<file path="src/hw/rtl/assert_macros.svh">
// Assertion helpers; every user must have clk and arst_n in scope.
`ifndef ASSERT_MACROS_SVH
`define ASSERT_MACROS_SVH

// Same-cycle implication.
`define ASSERT_IMPLIES(lbl, ante, cons, msg) \
	lbl: assert property (@(posedge clk) disable iff (!arst_n) (ante) |-> (cons)) \
		else $error(msg);

// Next-cycle implication.
`define ASSERT_NEXT(lbl, ante, cons, msg) \
	lbl: assert property (@(posedge clk) disable iff (!arst_n) (ante) |=> (cons)) \
		else $error(msg);

// Condition must never hold.
`define ASSERT_NEVER(lbl, cond, msg) \
	lbl: assert property (@(posedge clk) disable iff (!arst_n) !(cond)) \
		else $error(msg);

`endif

</file>
<file path="src/hw/rtl/srrip_ram.sv">
`timescale 1ns / 1ps
`default_nettype none

// Simple dual-port RAM, one write and one registered read per cycle.
module srrip_ram #(
	parameter int WIDTH = 8,
	parameter int DEPTH = 16,
	localparam int AW = (DEPTH > 1) ? $clog2(DEPTH) : 1
) (
	input  wire logic             clk,
	input  wire logic             we,
	input  wire logic [AW-1:0]    waddr,
	input  wire logic [WIDTH-1:0] wdata,
	input  wire logic             re,
	input  wire logic [AW-1:0]    raddr,
	output logic      [WIDTH-1:0] rdata
);

	logic [WIDTH-1:0] mem [DEPTH];

	always_ff @(posedge clk) begin
		if (we) begin
			mem[waddr] <= wdata;
		end
		if (re) begin
			rdata <= mem[raddr];
		end
	end

endmodule

`default_nettype wire

</file>
<file path="config.mk">
export PLATFORM = sky130hd
export DESIGN_NAME = srrip_ram
export DESIGN_NICKNAME = d
export VERILOG_FILES = /design/src/hw/rtl/assert_macros.svh /design/src/hw/rtl/srrip_ram.sv
export SDC_FILE = /design/constraint.sdc
export NUM_CORES = 1
export LEC_CHECK = 0
export BUFFER_PORTS_ARGS = -buffer_cell sky130_fd_sc_hd__buf_4
export CORE_ASPECT_RATIO = 0.8
export CORE_MARGIN = 2
export CORE_UTILIZATION = 55
export CTS_BUF_LIST = sky130_fd_sc_hd__clkbuf_16
export CTS_CLUSTER_SIZE = 40
export DETAILED_ROUTE_END_ITERATION = 10
export PLACE_DENSITY = 0.73
export SYNTH_ARGS = -nofsm -noshare
export SYNTH_HDL_FRONTEND = slang
export SYNTH_SLANG_ARGS = --single-unit
</file>
<file path="constraint.sdc">
create_clock -name clk -period 4.8 [get_ports clk]
set_input_delay 0.48 -clock clk [delete_from_list [all_inputs] [get_ports clk]]
set_output_delay 0.48 -clock clk [all_outputs]
set_load 0.01 [all_outputs]
</file>
# [Word-level counts from Yosys, hierarchy flattened]
# Memory sizes are Yosys's and may differ from the RTL's. A register that Yosys moved wholly into a read port is not among the register bits.
# Index checks and enable logic that the tools add are counted.
[classes] reduce_logical=0 n_shift=0 n_mul=0 add_sub_neg=0 n_mux=2 n_lt_le_gt_ge=0 n_bitwise=0 eq_ne=0 n_div=0
[op_table] op="$mux 1" count=2
[word_totals] mem_bits_ro=0 latchBits=0 memories=1 wordCells=3 output_inout_bits=8 ram_bits=128 regBits=0
[mem_list] memory="mem" depth=16 word_bits=8 rd=1 rd_clocked_by_memory_dff=1 write_ports=1 line_no="srrip_ram.sv:19" text="logic [WIDTH-1:0] mem [DEPTH];"

# [Depth between registers and ports, before layout]
[depth] ltp_word=2 depth_mapped=5 mapped_depth_nobuf=3

# [Least setup slack after synthesis]
# OpenSTA, ideal clock, no wires.
[synth_timing] path_kind="input to register" from="input port waddr[2]" to="memory mem[0][0] (enable)" setup_time_ns=0.383 cell_stages=2 path_buffers=0 setup_slack_ns=2.827 arrival_time_ns=1.590 path_cell_list="or3b_2 -> nor3_1"
[synth_rtl] element="start: declaration" line_no="srrip_ram.sv:12" text="input wire logic [AW-1:0] waddr,"
[synth_rtl] element="end: declaration" line_no="srrip_ram.sv:19"
# Straight into the memory's write port.

# [Final worst setup path]
[layout_timing] from="input port waddr[2]" to="memory mem[0][2] (enable)"
# Straight into the memory's write port.

==> impl_results.md <==
- Status: finished with violations
- Violated checks: DRC
- Post-synth top area cell: edfxtp_1
- CORE AREA: 0.00915 mm²
- Crit Path Class: input port to flop
- Total grt overflow: 0
- Syn Inst Count: 229
- CTS buffer count: 17
- Die X-Extent: 113 µm
- Routed wire per std cell: 24.7 µm
- DR vias: between 2000 and 2500
- Synth Area in XOR/XNOR: 0%
- Simple-Gate Fraction of Synth Area: under 10%
- Top-area cell type share of the netlist area: 78.1%
- Initial Utilization: 57.1%
- Layout Utilization: 66.2%
- GRT Resource Usage Total: between 20% and 30%
- Setup Slack @ Placement: approximately 2.3 ns
- Critical Path Start Type: input port
- # setup viols final: 0
- Post-CTS Setup Bufs: 0
- Nets: around 290
- Largest net degree at the start of global routing: 33
- Yosys warns: 0
- Final wirelength: a little under 10 mm
- H-Tree Depth: 4
- Largest family of logic cells by synthesized area: multiplexers
- Number of hold buffers added after CTS: 0
- CP max FO: 8
- Max Cap Viol: 0
- Via density: 6.13
- Synth Net Count: ~250
- Slew @ Worst Pin: between 1 and 1.5 ns
- Port-buffer cells: 26
- Fin crit share: between 40% and 50%
- Initial antenna violation count: 0
- Clk sinks: 136
- Ranking of synthesized cells by area: edfxtp_1 78%, mux4_2 7.8%, mux4_1 7.0%
- Final Skew: roughly 0.009 ns
- Reg clk slew, reported paths: 0.06 ns
- Post-DP HPWL: ~5.9 mm
- Critical Path AT: 2.04 ns
- Clock root buffer: clkbuf_16
- First-pass DRT Iterations: 7
- Fraction of layout cells with a size suffix above 1: 26.9%
- Unrepaired setup endpoints after global routing: no
- Worst Path Required: 4.82 ns
- # diodes: 0
- CTS Buffer Depth: 2
- CTS tree: done
- Compound-cell area share of the yosys netlist: approximately 2.3%
- Slew Limit Fails: 0
- Synthesized area: 0.00523 mm²
- Placed instance area: 0.00550 mm²
- Most frequent cells in the layout: 136 x edfxtp_1, 29 x buf_4, 18 x mux4_2
- Synth Area per Inst: about 23 µm²
- Initial DRC Count: 279
- Sequential share of the synthesized area: a little under 80%
- Post-synthesis adder-cell area fraction: 0%
- Cell Count, Final, Fillers Out: between 300 and 400
- Die area: 0.0103 mm²
- First-pass GRT wire length: between 10 and 15 mm
- Yosys cell types: 18
- Post_cts resized: 0
- Fillcell total: 578
- VDD IR max: 0.416 mV
- Fmax: roughly 500 MHz
- Fin Setup TNS: 0 ns
- Core Rows: 31
- Die Height: 91.2 µm
- Vias in the first global route: 2453
- ANT nets after route: 0
- Worst slew margin: 20.4%
- Setup crit end kind: flop
- Worst setup margin: 2.78 ns
- Area delta synth->final: 16.0%
- Final hold vios: 0
- Multiplexer share of the synthesized area: between 10% and 20%
- GP Congestion: approximately 0.77
- Pwr dens: about 440 mW/mm²
- IO Pins: 27
- LEAKAGE: 0.00202 µW
- Synthesis-stage register bit count: 136
- Fin area: 0.00606 mm²
- Leading cell type in the layout, fill and taps excluded: edfxtp_1
- Drt drc: 3
- Clk Latency, worst-skew pair: 0.41 ns
- Crit path time final: 2.02 ns
- Worst Hold Class: input port to flop
- Placed cells: 363
[per-stage QoR]
| step | total power [µW] | hold slack [ns] |
|---|---|---|
| 6_report | 2690 | 0.384 |
| 5_1_grt | 2760 | 0.376 |
| 4_1_cts | 2700 | 0.368 |
| 3_5_place_dp | 1490 | 0.758 |
| 3_3_place_gp | 1490 | 0.733 |
| 2_1_floorplan | 1440 | 0.579 |
[synth_stat cells (all sizes together)]
cell type / number
edfxtp: 136
mux4: 32
a22oi: 16
nor2: 13
nand2: 9
buf: 7
nor3: 4
clkdlybuf4s25: 3
nand2b: 2
nand3b: 2
and2: 1
and2b: 1
nand3: 1
nor2b: 1
or3b: 1
[worst paths after layout]
check | from | end | slack, ns | cells past startpoint
max reg2reg | mem[1][1] | rdata[1] | 3.30 | 3
min | re | rdata[4] | 0.38 | 1
max | waddr[2] | mem[0][2] | 2.78 | 3
min reg2reg | mem[11][3] | rdata[3] | 0.77 | 3
[per-layer routing]
metal | up-vias | GRT usage, % | routed length [µm]
met1 | 1263 | 31.1 | 4330
li1 | 1055 | - | -
met3 | 6 | 5.87 | 741
met2 | 90 | 29.3 | 4630
met5 | - | 0 | 0
met4 | 0 | 5.79 | 38
[where the power goes]
part           internal [µW]  total [µW]  switching (µW)
sequential              1340        1350            7.40
clock                    754        1220             462
combinational           53.7         124            70.0
total                   2150        2690             540
[critical path: stages]
cell and delay, ns:
buf_4 0.12, or3b_2 0.51, nor3_1 0.92
[registers in the layout (all words and copies together) (netlist names)]
register / cells
mem: 128
rdata: 8
[cell families (layout without fill, tap and decap cells)]
family	after synthesis	in the layout
flops	136	136
mux	32	32
simple gates	35	35
buf+inv	10	60
compound gates	16	16
[layout make-up]
class                      instances  area [µm²]  share of cell area, %
clock buffer                      17         425                   7.02
clock inverter                    14         134                   2.21
multi-input combinational         83        1060                   17.4
sequential                       136        4080                   67.4
tap                              115         144                   2.37
timing repair buffer              29         218                   3.59
(Power assumes the default switching activity.)
