$ cat src/hw/rtl/assert_macros.svh
// Assertion helpers; every user must have clk and arst_n in scope.
`ifndef ASSERT_MACROS_SVH
`define ASSERT_MACROS_SVH

// Same-cycle implication.
`define ASSERT_IMPLIES(lbl, ante, cons, msg) \
	lbl: assert property (@(posedge clk) disable iff (!arst_n) (ante) |-> (cons)) \
		else $error(msg);

// Next-cycle implication.
`define ASSERT_NEXT(lbl, ante, cons, msg) \
	lbl: assert property (@(posedge clk) disable iff (!arst_n) (ante) |=> (cons)) \
		else $error(msg);

// Condition must never hold.
`define ASSERT_NEVER(lbl, cond, msg) \
	lbl: assert property (@(posedge clk) disable iff (!arst_n) !(cond)) \
		else $error(msg);

`endif

$ cat src/hw/rtl/srrip_lookup.sv
`timescale 1ns / 1ps
`default_nettype none

// Tag match, SRRIP aging and victim pick for one set row.
module srrip_lookup #(
	parameter int WAYS      = 2,
	parameter int TAG_W     = 18,
	parameter int RRPV_BITS = 2,
	localparam int WAY_W = (WAYS > 1) ? $clog2(WAYS) : 1
) (
	input  wire logic [WAYS-1:0][TAG_W-1:0]     tags,
	input  wire logic [WAYS-1:0]                valids,
	input  wire logic [WAYS-1:0][RRPV_BITS-1:0] rrpvs,
	input  wire logic [TAG_W-1:0]               tag,
	output logic                                hit,
	output logic      [WAY_W-1:0]               way,
	output logic      [WAYS-1:0][TAG_W-1:0]     new_tags,
	output logic      [WAYS-1:0]                new_valids,
	output logic      [WAYS-1:0][RRPV_BITS-1:0] new_rrpvs
);

	localparam logic [RRPV_BITS-1:0] RRPV_SAT = RRPV_BITS'((1 << RRPV_BITS) - 1);
	localparam logic [RRPV_BITS-1:0] RRPV_INS = RRPV_BITS'((1 << RRPV_BITS) - 2);

	logic [WAY_W-1:0]               hit_way;
	logic [WAY_W-1:0]               victim;
	logic [RRPV_BITS-1:0]           top;
	logic [RRPV_BITS-1:0]           lift;
	logic [WAYS-1:0][RRPV_BITS-1:0] aged;

	always_comb begin
		hit     = 1'b0;
		hit_way = '0;
		// descending so the lowest matching way wins
		for (int w = WAYS - 1; w >= 0; w--) begin
			if (valids[w] && (tags[w] == tag)) begin
				hit     = 1'b1;
				hit_way = WAY_W'(w);
			end
		end
	end

	always_comb begin
		top = '0;
		for (int w = 0; w < WAYS; w++) begin
			if (rrpvs[w] > top) begin
				top = rrpvs[w];
			end
		end
		// raise the set just enough that the oldest way reaches the maximum
		lift = RRPV_SAT - top;
		for (int w = 0; w < WAYS; w++) begin
			aged[w] = rrpvs[w] + lift;
		end
		victim = '0;
		for (int w = WAYS - 1; w >= 0; w--) begin
			if (aged[w] == RRPV_SAT) begin
				victim = WAY_W'(w);
			end
		end
	end

	always_comb begin
		new_tags   = tags;
		new_valids = valids;
		new_rrpvs  = rrpvs;
		if (hit) begin
			new_rrpvs[hit_way] = '0;
			way                = hit_way;
		end else begin
			new_rrpvs          = aged;
			new_rrpvs[victim]  = RRPV_INS;
			new_tags[victim]   = tag;
			new_valids[victim] = 1'b1;
			way                = victim;
		end
	end

endmodule

`default_nettype wire

$ cat config.mk
export PLATFORM = sky130hd
export DESIGN_NAME = srrip_lookup
export DESIGN_NICKNAME = d
export VERILOG_FILES = /design/src/hw/rtl/assert_macros.svh /design/src/hw/rtl/srrip_lookup.sv
export SDC_FILE = /design/constraint.sdc
export NUM_CORES = 1
export LEC_CHECK = 0
export BUFFER_PORTS_ARGS = -buffer_cell sky130_fd_sc_hd__buf_2
export CORE_MARGIN = 1
export CORE_UTILIZATION = 35
export DETAILED_ROUTE_END_ITERATION = 8
export GPL_TIMING_DRIVEN = 0
export PLACE_DENSITY = 0.82
export SYNTH_ARGS = -nofsm -noshare
export SYNTH_HDL_FRONTEND = slang
export SYNTH_SLANG_ARGS = --single-unit
$ cat constraint.sdc
create_clock -name vclk -period 2.4
set_input_delay 0.12 -clock vclk [all_inputs]
set_output_delay 0.12 -clock vclk [all_outputs]
set_load 0.1 [all_outputs]
Yosys cells after proc, flatten, opt, wreduce, memory -nomap -nowiden
Cells that the tools add are included.
Word-level totals
  register bits after elaboration: 0
  bits in latches: 0
  memory bits (writable): 0
  bits in read-only memories: 0
  input bits: 60
  output and inout port bits: 44
  word-level logic and storage cells: 43
  memories kept: 0
Cells by class
  add/subtract/negate cells: 3
  multiply operators: 0
  div/mod/pow operators: 0
  $lt $le $gt $ge: 6
  equality and inequality tests: 4
  shift operators: 0
  muxes and demuxes: 20
  bitwise gates (word level): 6
  reductions and logical operators: 4
Operators by type and width (count)
  36-bit bitwise mux: 1
  18-bit equality test: 2
  36-bit 2-to-1 mux: 1
  18-bit demux with 1-bit select: 1
  18-bit 2-to-1 mux: 1
  2-bit 2-to-1 mux: 5
  1-bit 2-to-1 mux: 7
  2-bit adder: 2
  4-bit bitwise AND: 1
  2-bit demux with 1-bit select: 2
  2-bit equality test, second input constant: 2
  1-bit logical AND: 4
  1-bit by 2-bit less-than comparator with 1-bit output, second input constant: 2
  4-bit 2-to-1 mux: 1
  4-bit inverter: 1
  2-bit bitwise OR: 2
  2-bit bitwise AND: 1
  1-bit greater-or-equal comparator, second input constant: 2
  2-bit by 1-bit > comparator with 1-bit output, second input constant: 1
  2-bit > comparator: 1
  2-bit inverter: 1
  2-bit subtractor, first input constant: 1
  1-bit demux with 1-bit select: 1

Logic depth before layout (Yosys ltp)
  depth after elaboration: 16
  mapped depth: 8
  gate-level depth less buffers: 6

Worst setup path before layout
OpenSTA, ideal clock, no wires.
  kind: input -> output
  from: input tag[9]
  to: output new_rrpvs[0] in the netlist's numbering
  arrival: 3.300 ns
  data required time: 2.280 ns
  slack: -1.020 ns
  stages: 6
  path buffers: 1
  cells stage by stage: xor2_1 > and4b_1 > nand4_1 > or3_1 > buf_6 > a211oi_1
RTL lines
  start: declaration: RTL line srrip_lookup.sv:14  | input wire logic [TAG_W-1:0] tag,
  end: declaration: RTL line srrip_lookup.sv:19  | output logic [WAYS-1:0][RRPV_BITS-1:0] new_rrpvs

==> flow_metrics.env <==
export IMPL_synth_top_cell_by_area="xnor2_1"
export IMPL_ir_drop_mv=0.2868
export IMPL_synth_cell_types=29
export IMPL_track_usage_pct=19.96
export IMPL_instances_no_fill=288
export IMPL_finalSetupViolCount=0
export IMPL_synth_warnings=0
export IMPL_grt_pass1_vias=1302
export IMPL_syn_to_final_growth_pct=60.53
export IMPL_io_buffers=104
export IMPL_grt_overflow_total=0
export IMPL_fin_ws_ns=0.06342
export IMPL_cpLargestDelayFamily="simple AND/OR/NAND/NOR gates"
export IMPL_core_um2=3363
export IMPL_critical_path_required_ns=2.28
export IMPL_cp_buffers_inverters=4
export IMPL_synth_area_top_cells="xnor2_1 (23%), mux2_4 (22%), mux2_2 (16%), nand4_1 (7.6%), xor2_1 (3.6%)"
export IMPL_drc=0
export IMPL_final_antenna_net_count=0
export IMPL_cp_arrival_ns=2.22
export IMPL_via_count=1453
export IMPL_routedWlPerCell_um=13.77
export IMPL_drt_iter0_drc=52
export IMPL_grt_pass1_wl_mm=5.644
export IMPL_syn_nets=197
export IMPL_seq_cell_count=0
export IMPL_cp_start_kind="input port"
export IMPL_drv_slew=0
export IMPL_yosys_cell_count_top_type="xnor2_1"
export IMPL_grt_max_degree=11
export IMPL_cp_num_cells=10
export IMPL_cap_violations=0
export IMPL_whs_ns=0.7408
export IMPL_avgSynthCellArea_um2=9.111
export IMPL_row_count=21
export IMPL_hold_viol=0
export IMPL_cpMaxStageDelayCell="or3_1"
export IMPL_max_stage_delay_ns=0.39
export IMPL_place_inst=285
export IMPL_hold_depth=3
export IMPL_path_class="input port to primary output"
export IMPL_post_route_util_pct=58.71
export IMPL_fin_crit_sh_pct=97.36
export IMPL_io_pin_count=104
export IMPL_synth_cells=135
export IMPL_cp_cell_sequence="buf_2 -> xor2_1 -> and4b_1 -> nand4_1 -> or3_1 -> buf_6 -> nand3_4 -> buf_12 -> mux2_4 -> buf_4"
export IMPL_nNetsFinal=306
export IMPL_endpoint_kind="primary output"
export IMPL_antennaDiodeCount=0
export IMPL_grt_antenna_before_repair=0
export IMPL_critPathMaxFanout=10
export IMPL_ys_seq_area_share_pct=0
export IMPL_hpwl_mm=3.276
export IMPL_wl_mm=3.967
export IMPL_vias_per_cell=5.045
export IMPL_die_w_um=61.28
export IMPL_post_place_ws_ns=-0.1082
export IMPL_drive_above_1_share_pct=65.29
export IMPL_initial_core_util_pct=36.57
export IMPL_clock_fmax_mhz=428.0
export IMPL_die_y_um=61.28
export IMPL_relSlewSlack_pct=66.67
export IMPL_dr_pass1_iters=4
export IMPL_leakage_nw=0.9441
export IMPL_die_area_um2=3755
export IMPL_seqCellArea_um2=0
export IMPL_nClkBuffers=0
export IMPL_globalplace_congestion=0.7600
export IMPL_tightestPinTransition_ns=0.5034
export IMPL_fin_crit_ns=2.337
export IMPL_min_path_type="input port to primary output"
export IMPL_cts_hold_fix_buffers=0
export IMPL_status="finished clean"
export IMPL_synth_top_area_share_pct=22.79
export IMPL_netlist_top_cells_count="xnor2_1 (32), mux2_2 (18), mux2_4 (18), nand4_1 (15), nor2_1 (7)"
export IMPL_synth_cell_area_um2=1230
export IMPL_powerDensity_nw_per_um2=468.7
==> cell type report <==
cell class,count,area [µm²]
timing repair buffer,106,608.1
fill,328,1389
tap,46,57.56
multi-input combinational,130,1246
buffer,3,51.30
inverter,3,11.26
==> path summary, 6_finish.rpt <==
check,end,startpoint,slack (ns)
min,new_tags[31],tags[31],0.74
max,new_tags[18],tag[9],0.06
==> power by group <==
part | switching, mW | total (mW) | leakage [nW] | internal (mW)
Combinational | 0.671 | 0.925 | 0.944 | 0.254
Clock | 0 | 0 | 0 | 0
Sequential | 0 | 0 | 0 | 0
Total | 0.671 | 0.925 | 0.944 | 0.254
==> cell usage in the layout (no fill, tap or decap), types with 2 or more instances in the layout <==
cell type and instances:
mux2_4 18, nor4_1 2, nand2_1 5, inv_1 3
nor2_1 7, a21oi_2 2, nand2b_1 3, buf_4 18
xor2_1 5, mux2_2 18, xnor2_1 28, nand3_1 2
nand3_4 2, and4_1 2, xnor2_2 3, nand4_1 15
ha_1 2, buf_12 4, buf_2 85, a21oi_1 2
==> per-stage QoR <==
step                setup TNS [ns]  instance area (µm²)  power (mW)
finish                           0                 1974      0.9255
global route              -0.06390                 1974      0.9634
CTS                              0                 1894      0.9057
detailed placement          -1.801                 1827      0.8803
global placement            -1.413                 1827      0.8752
floorplan                  -0.1053                 1249      0.7162
==> layer usage <==
| layer | vias to the layer above | GRT usage, % | part of all wire, % | wire [µm] |
|---|---|---|---|---|
| met5 | - | 0 | 0 | 0 |
| met4 | 0 | 2.273 | 0 | 0 |
| met3 | 0 | 2.101 | 7.3 | 289 |
| met2 | 77 | 38.66 | 50 | 1979 |
| met1 | 653 | 24.09 | 43 | 1698 |
| li1 | 723 | - | - | - |
==> cell families (layout without fill, tap and decap cells) <==
group	Yosys count	count (layout)	synth area share (%)
simple gates	44	45	22.79
xor+xnor	37	37	26.35
mux	36	36	38.45
compound gates	10	10	5.291
buf+inv	6	112	5.086
fa+ha+maj	2	2	2.034
==> what timing repair did <==
action                                  CTS  global route
hold endpoints to repair                  0             0
cloned                                    0             1
endpoints found under the setup margin   18            35
pin swaps                                 0             1
setup buffers                             0             2
resized for setup                        21             4
Note: power is estimated with default switching activity, not from simulation.
